### config.mk
export PLATFORM = sky130hd
export DESIGN_NAME = multi_timer_pool
export DESIGN_NICKNAME = d
export VERILOG_FILES = /design/src/sv/mtp_pkg.sv /design/src/sv/multi_timer_pool.sv /design/src/sv/mtp_ram.sv
export SDC_FILE = /design/constraint.sdc
export NUM_CORES = 2
export LEC_CHECK = 0
export BUFFER_PORTS_ARGS = -buffer_cell sky130_fd_sc_hd__buf_2
export CORE_MARGIN = 2
export CORE_UTILIZATION = 50
export DETAILED_ROUTE_END_ITERATION = 10
export PLACE_DENSITY = 0.66
export SLEW_MARGIN = 30
export SYNTH_ARGS = -nofsm -noshare
export SYNTH_HDL_FRONTEND = slang
export SYNTH_SLANG_ARGS = --single-unit
export TNS_END_PERCENT = 5
### constraint.sdc
create_clock -name clock -period 9.49 [get_ports clock]
set_input_delay 1.898 -clock clock [delete_from_list [all_inputs] [get_ports clock]]
set_output_delay 1.898 -clock clock [all_outputs]
set_load 0.02 [all_outputs]
### src/sv/mtp_pkg.sv
`timescale 1ns / 1ps
// Shared types, codes and defaults of the timer pool.
package mtp_pkg;

   localparam int unsigned NUM_TIMERS_DEF = 32;
   localparam int unsigned ADDR_SLOTS     = 32;
   localparam int unsigned SLOT_W         = 5;
   localparam int unsigned CHAN_W         = 4;
   localparam int unsigned DATA_W         = 8;
   localparam int unsigned COUNT_W        = 32;

   localparam logic [2:0] REQ_ALLOC  = 3'd0;
   localparam logic [2:0] REQ_FREE   = 3'd1;
   localparam logic [2:0] REQ_TARGET = 3'd2;
   localparam logic [2:0] REQ_START  = 3'd3;
   localparam logic [2:0] REQ_TICK   = 3'd4;

   localparam logic KIND_ALLOC  = 1'b0;
   localparam logic KIND_EXPIRY = 1'b1;

   typedef enum logic [1:0] {
      ST_FREE  = 2'd0,
      ST_ALLOC = 2'd1,
      ST_RUN   = 2'd2
   } status_type;

   typedef enum logic [1:0] {
      S_IDLE,
      S_WALK,
      S_FLUSH
   } state_type;

   typedef struct packed {
      logic                 result_kind;
      logic [SLOT_W-1:0]    slot;
      logic                 alloc_ok;
      logic [CHAN_W-1:0]    out_channel;
      logic [DATA_W-1:0]    out_data;
      logic [COUNT_W-1:0]   tick_count;
      logic                 last;
   } result_type;

endpackage

### src/sv/multi_timer_pool.sv
`timescale 1ns / 1ps
// Top level of the countdown timer pool.
//
//  channel   direction  handshake              payload
//  req_      in         req_valid / req_stall  req_type, timer_index, dest_channel,
//                                              event_data, timeout
//  rsp_      out        rsp_valid / rsp_stall  result_kind, slot, alloc_ok, out_channel,
//                                              out_data, tick_count, last
//
// Allocate, free, set target and start are handled in the idle state without leaving it.
// A tick walks every slot through the remaining-count memory with a registered read, one slot
// per cycle unless a stalled result holds the walk; no new transaction is accepted until the
// walk and its flush are done.
// Reset clears all slot status flip-flops at once; no clearing pass is needed.
// A stalled result holds the walk only when a second expiry needs the output register.
module multi_timer_pool #(
   parameter int unsigned NUM_TIMERS = mtp_pkg::NUM_TIMERS_DEF
) (
   input  logic        clock,
   input  logic        reset,
   input  logic        req_valid,
   output logic        req_stall,
   input  logic [2:0]  req_type,
   input  logic [4:0]  req_timer_index,
   input  logic [3:0]  req_dest_channel,
   input  logic [7:0]  req_event_data,
   input  logic [31:0] req_timeout,
   output logic        rsp_valid,
   input  logic        rsp_stall,
   output logic        rsp_result_kind,
   output logic [4:0]  rsp_slot,
   output logic        rsp_alloc_ok,
   output logic [3:0]  rsp_out_channel,
   output logic [7:0]  rsp_out_data,
   output logic [31:0] rsp_tick_count,
   output logic        rsp_last
);
   import mtp_pkg::*;

   localparam int unsigned POOL = (NUM_TIMERS < ADDR_SLOTS) ? NUM_TIMERS : ADDR_SLOTS;
   localparam int unsigned AW   = (POOL > 1) ? $clog2(POOL) : 1;
   localparam int unsigned TW   = CHAN_W + DATA_W;

   state_type          state_ff, state_in;
   status_type         status_ff [POOL];
   status_type         status_in [POOL];
   logic [COUNT_W-1:0] tick_total_ff, tick_total_in;
   logic [AW:0]        rd_cnt_ff, rd_cnt_in;
   logic [AW-1:0]      eval_idx_ff, eval_idx_in;
   logic               eval_v_ff, eval_v_in;
   result_type         pend_ff, pend_in;
   logic               pend_v_ff, pend_v_in;
   result_type         rsp_ff, rsp_in;
   logic               rsp_valid_ff, rsp_valid_in;

   logic               out_free;
   logic               req_acc;
   logic               in_pool;
   logic [AW-1:0]      req_addr;
   logic               eval_run;
   logic               eval_exp;
   logic               walk_hold;
   logic               issue;
   logic               free_found;
   logic [SLOT_W-1:0]  free_idx;

   logic               rem_wr_en;
   logic [AW-1:0]      rem_wr_addr;
   logic [COUNT_W-1:0] rem_wr_data;
   logic [COUNT_W-1:0] rem_rd;
   logic               tgt_wr_en;
   logic [TW-1:0]      tgt_rd;
   result_type         exp_res;

   mtp_ram #(.WIDTH(COUNT_W), .DEPTH(POOL)) u_rem_ram (
      .clock   (clock),
      .wr_en   (rem_wr_en),
      .wr_addr (rem_wr_addr),
      .wr_data (rem_wr_data),
      .rd_en   (issue),
      .rd_addr (rd_cnt_ff[AW-1:0]),
      .rd_data (rem_rd)
   );

   mtp_ram #(.WIDTH(TW), .DEPTH(POOL)) u_tgt_ram (
      .clock   (clock),
      .wr_en   (tgt_wr_en),
      .wr_addr (req_addr),
      .wr_data ({req_dest_channel, req_event_data}),
      .rd_en   (issue),
      .rd_addr (rd_cnt_ff[AW-1:0]),
      .rd_data (tgt_rd)
   );

   assign out_free  = !rsp_valid_ff || !rsp_stall;
   assign req_stall = (state_ff != S_IDLE) || !out_free;
   assign req_acc   = req_valid && !req_stall;
   assign in_pool   = {1'b0, req_timer_index} < 6'(POOL);
   assign req_addr  = req_timer_index[AW-1:0];
   assign eval_run  = eval_v_ff && (status_ff[eval_idx_ff] == ST_RUN);
   assign eval_exp  = eval_run && (rem_rd == COUNT_W'(1));
   assign walk_hold = eval_exp && pend_v_ff && !out_free;
   assign issue     = (state_ff == S_WALK) && !walk_hold && (rd_cnt_ff != (AW+1)'(POOL));

   always_comb begin
      free_found = 1'b0;
      free_idx   = '0;
      for (int i = POOL - 1; i >= 0; i--) begin
         if (status_ff[i] == ST_FREE) begin
            free_found = 1'b1;
            free_idx   = SLOT_W'(i);
         end
      end
   end

   always_comb begin
      exp_res             = '0;
      exp_res.result_kind = KIND_EXPIRY;
      exp_res.slot        = SLOT_W'(eval_idx_ff);
      exp_res.out_channel = tgt_rd[TW-1:DATA_W];
      exp_res.out_data    = tgt_rd[DATA_W-1:0];
      exp_res.tick_count  = tick_total_ff;
   end

   always_comb begin
      state_in      = state_ff;
      status_in     = status_ff;
      tick_total_in = tick_total_ff;
      rd_cnt_in     = rd_cnt_ff;
      eval_idx_in   = eval_idx_ff;
      eval_v_in     = 1'b0;
      pend_in       = pend_ff;
      pend_v_in     = pend_v_ff;
      rsp_in        = rsp_ff;
      rsp_valid_in  = rsp_valid_ff && rsp_stall;
      rem_wr_en     = 1'b0;
      rem_wr_addr   = req_addr;
      rem_wr_data   = req_timeout;
      tgt_wr_en     = 1'b0;
      unique case (state_ff)
         S_IDLE: begin
            if (req_acc) begin
               unique case (req_type)
                  REQ_ALLOC: begin
                     rsp_in             = '0;
                     rsp_in.result_kind = KIND_ALLOC;
                     rsp_in.alloc_ok    = free_found;
                     rsp_in.slot        = free_idx;
                     rsp_in.last        = 1'b1;
                     rsp_valid_in       = 1'b1;
                     if (free_found) begin
                        status_in[free_idx[AW-1:0]] = ST_ALLOC;
                     end
                  end
                  REQ_FREE: begin
                     if (in_pool) begin
                        status_in[req_addr] = ST_FREE;
                     end
                  end
                  REQ_TARGET: begin
                     tgt_wr_en = in_pool;
                  end
                  REQ_START: begin
                     if (in_pool) begin
                        rem_wr_en           = 1'b1;
                        status_in[req_addr] = ST_RUN;
                     end
                  end
                  REQ_TICK: begin
                     tick_total_in = tick_total_ff + COUNT_W'(1);
                     rd_cnt_in     = '0;
                     state_in      = S_WALK;
                  end
                  default: ;
               endcase
            end
         end
         S_WALK: begin
            if (eval_v_ff && !walk_hold) begin
               if (eval_run) begin
                  rem_wr_en   = 1'b1;
                  rem_wr_addr = eval_idx_ff;
                  rem_wr_data = rem_rd - COUNT_W'(1);
               end
               if (eval_exp) begin
                  status_in[eval_idx_ff] = ST_ALLOC;
                  if (pend_v_ff) begin
                     rsp_in       = pend_ff;
                     rsp_in.last  = 1'b0;
                     rsp_valid_in = 1'b1;
                  end
                  pend_in   = exp_res;
                  pend_v_in = 1'b1;
               end
            end
            eval_v_in = (eval_v_ff && walk_hold) || issue;
            if (issue) begin
               eval_idx_in = rd_cnt_ff[AW-1:0];
               rd_cnt_in   = rd_cnt_ff + (AW+1)'(1);
            end
            if (!eval_v_ff && (rd_cnt_ff == (AW+1)'(POOL))) begin
               state_in = S_FLUSH;
            end
         end
         S_FLUSH: begin
            if (!pend_v_ff) begin
               state_in = S_IDLE;
            end else if (out_free) begin
               rsp_in       = pend_ff;
               rsp_in.last  = 1'b1;
               rsp_valid_in = 1'b1;
               pend_v_in    = 1'b0;
               state_in     = S_IDLE;
            end
         end
         default: state_in = S_IDLE;
      endcase
   end

   always_ff @(posedge clock) begin
      if (reset) begin
         state_ff      <= S_IDLE;
         tick_total_ff <= '0;
         rd_cnt_ff     <= '0;
         eval_v_ff     <= 1'b0;
         pend_v_ff     <= 1'b0;
         rsp_valid_ff  <= 1'b0;
         for (int i = 0; i < POOL; i++) begin
            status_ff[i] <= ST_FREE;
         end
      end else begin
         state_ff      <= state_in;
         tick_total_ff <= tick_total_in;
         rd_cnt_ff     <= rd_cnt_in;
         eval_v_ff     <= eval_v_in;
         pend_v_ff     <= pend_v_in;
         rsp_valid_ff  <= rsp_valid_in;
         status_ff     <= status_in;
      end
   end

   always_ff @(posedge clock) begin
      eval_idx_ff <= eval_idx_in;
      pend_ff     <= pend_in;
      rsp_ff      <= rsp_in;
   end

   assign rsp_valid       = rsp_valid_ff;
   assign rsp_result_kind = rsp_ff.result_kind;
   assign rsp_slot        = rsp_ff.slot;
   assign rsp_alloc_ok    = rsp_ff.alloc_ok;
   assign rsp_out_channel = rsp_ff.out_channel;
   assign rsp_out_data    = rsp_ff.out_data;
   assign rsp_tick_count  = rsp_ff.tick_count;
   assign rsp_last        = rsp_ff.last;

endmodule

### src/sv/mtp_ram.sv
`timescale 1ns / 1ps
// Generic single-write, single-read RAM with registered read data.
module mtp_ram #(
   parameter int unsigned WIDTH = 8,
   parameter int unsigned DEPTH = 32,
   localparam int unsigned AW = (DEPTH > 1) ? $clog2(DEPTH) : 1
) (
   input  logic             clock,
   input  logic             wr_en,
   input  logic [AW-1:0]    wr_addr,
   input  logic [WIDTH-1:0] wr_data,
   input  logic             rd_en,
   input  logic [AW-1:0]    rd_addr,
   output logic [WIDTH-1:0] rd_data
);

   logic [WIDTH-1:0] mem_ff [DEPTH];
   logic [WIDTH-1:0] rd_data_ff;

   always_ff @(posedge clock) begin
      if (wr_en) begin
         mem_ff[wr_addr] <= wr_data;
      end
      if (rd_en) begin
         rd_data_ff <= mem_ff[rd_addr];
      end
   end

   assign rd_data = rd_data_ff;

endmodule

==> metrics.cfg <==
[outcome]
status = finished clean

[grt]
grt_max_degree = 153
antenna_found_initial = 4
grt_pass1_wl_mm = 227.9
overflow = 0
grt_usage_pct = 23.03
grt_pass1_vias = 33480

[min_path]
min_path_type = flop to flop
min_path_cells = 0
hold_start = u_tgt_ram.rd_data[7]

[cells_and_area]
n_fill_cell = 9688
multi_input_area_sq_um = 17250
drive_gt1_share_pct = 28.12
mostFrequentLayoutCell = edfxtp_1
area_growth_pct = 13.28
regArea_sq_um = 48950
nNetsFinal = 3690
most-common-layout-cells = edfxtp_1 (1558), mux4_2 (450), clkbuf_16 (169), nand2_1 (157), nor2_1 (125)

[timing]
fin_crit_ns = 4.919
rsz0062_at_grt = no
setup_tns_ns = 0
relSlewSlack_pct = 29.28
max_slew.worst_pin.slew_ns = 1.061
worst_slack_ns = 4.571
setup_violations = 0
holdWs_ns = 0.4176
max_freq_mhz = 203.3
finClkSkew_ns = 0.02352
hold_viol = 0
min_period_over_period_pct = 51.83
slew_violations = 0

[clock_tree]
cts-root-buf = clkbuf_16
h-tree-depth = 4
postCtsHoldBufs = 0
clock-sinks = 1665
path_clk_slew_ns = 0.06
numCtsBuffers = 166
cts_resized = 0
cts_setup_buffers = 0
tritoncts = done
clock_latency_ns = 0.79
clock_path_buffers = 3

[setup_path]
worstPathRequired_ns = 9.89
reg2reg_slack_ns = 4.57
cp.arrival_ns = 5.32
crit_type = flop to flop
cp-end-kind = flop
r2r_cells = 9
crit_path_start_kind = flop
worst-path-max-fanout = 47
r2r-start = u_rem_ram.rd_data[10]
crit_start = u_rem_ram.rd_data[10]

[routing]
antenna_left = 0
first_pass_iters = 6
wirelength_mm = 155.9
drc = 0
vias = 34010
drt-initial-drc-count = 3974
vias_per_cell = 6.169
wl_per_cell_um = 28.28

[synth]
synth_seq_cells = 1665
syn_nets = 3507
synth_area_sq_um = 66450
yosysWarnings = 0
yosysSeqAreaShare_pct = 73.63
synthCells = 3441
synth_ff_type = edfxtp_1
synth_area_leader_cell = edfxtp_1
synth_top_area_share_pct = 70.40
synth_area_leaders = edfxtp_1 (70%), mux4_2 (15%), dfxtp_1 (3.2%)
syn_avg_cell_area_sq_um = 19.31
synth_edf_count = 1558
synth.distinct_cells = 73
async_reset_ff_share_pct = 0

[floorplan]
core_area_sq_um = 131600
io_pins = 110
initial_utilization_pct = 50.48
die_y_um = 368.6
die_w_um = 368.6
dieArea_sq_um = 135800
fp-row-count = 133

[placed_design]
io_buffers = 109
routabilityCongestion = 0.9423
place_ws_ns = 4.166
hpwl_mm = 90.48

[pwr]
p_per_area_nw_per_um2 = 204.4
peakVddDrop_v = 0.0001899
total_power_mw = 15.38
p_leak_nw = 22.79

[flow_run]
drv_cap = 0

==> worst paths after layout <==
| kind | to |
|---|---|
| worst max-delay path | u_rem_ram.mem_ff[11][12] |
| worst min-delay path | pend_ff[40] |
| worst max register to register | u_rem_ram.mem_ff[11][12] |
| worst min register to register | pend_ff[40] |
==> critical path, cell delays in order, from the launching register on <==
cell and delay [ns]:
edfxtp_1 0.42, or4_4 0.61, or3_1 0.48, nor4_4 0.55, a21oi_1 0.19, nand3_4 0.55, buf_4 0.66, nand3_1 0.26
o21ai_4 0.11, buf_4 0.55
==> state kept, by name (all words and copies together) (netlist names), 6 cells and up <==
signal / count
u_rem_ram.mem_ff: 1024
rd_cnt_ff: 6
pend_ff: 49
rsp_tick_count: 32
rsp_out_data: 8
u_tgt_ram.mem_ff: 384
status_ff: 64
tick_total_ff: 32
u_tgt_ram.rd_data: 12
u_rem_ram.rd_data: 32
==> cells in the mapped netlist (4+ instances only) <==
master / count
a211oi_1: 19
a21o_1: 4
a21oi_1: 59
a221oi_1: 31
a31oi_1: 24
and2_1: 48
and3_1: 8
and3b_1: 5
buf_1: 36
buf_2: 8
clkbuf_1: 152
dfxtp_1: 107
edfxtp_1: 1558
ha_1: 10
inv_1: 21
mux2_2: 48
mux2i_1: 11
mux4_2: 450
nand2_1: 157
nand2b_1: 10
nand3_1: 68
nand4_1: 9
nor2_1: 150
nor2b_1: 29
nor3_1: 66
nor3b_1: 6
nor4_1: 17
o211ai_1: 4
o21ai_0: 95
o21ai_1: 47
o221ai_1: 5
o22ai_1: 23
o31ai_1: 17
o32ai_1: 4
or2_2: 8
or3_1: 22
xnor2_1: 27
xor2_1: 19
==> per-stage QoR <==
stage	cells	cell area, sq um	utilization, %
after CTS	5508	75150	57.09
final	5513	75270	57.19
after detailed placement	5209	69800	53.03
after global routing	5512	75270	57.18
after global placement	5206	69680	52.94
after floorplan	3441	66450	-
==> cells by family after synthesis <==
kind of cell    count (synthesis)  share of synthesized area [%]
fa+ha+maj                      10                         0.1883
mux                           509                          16.23
buf+inv                       221                          1.303
flops                        1665                          73.63
compound gates                362                          3.387
xor+xnor                       46                         0.6063
simple gates                  628                          4.656
==> final cells by class <==
cell class	instances	area share [%]
Tap cell	1755	2.917
Clock inverter	89	1.213
Sequential cell	1665	65.02
Inverter	21	0.1114
Multi-Input combinational cell	1555	22.91
Timing Repair Buffer	215	1.913
Clock buffer	210	5.902
Antenna cell	3	0.009973
==> report_power, final <==
group | leakage (nW) | internal, mW | total, mW | switching [mW]
clock network | 2.59 | 3.73 | 6.46 | 2.73
registers | 15.0 | 8.12 | 8.19 | 0.0683
logic | 5.21 | 0.236 | 0.738 | 0.501
==> per-layer routing <==
metal | up-vias | wire length (um) | GRT usage, %
met1 | 17690 | 64680 | 33.21
met3 | 267 | 12110 | 3.670
li1 | 14540 | - | -
met5 | - | 52 | 0
met2 | 1509 | 75350 | 36.73
met4 | 2 | 3730 | 6.633
Note: power is estimated with default switching activity, not from simulation.
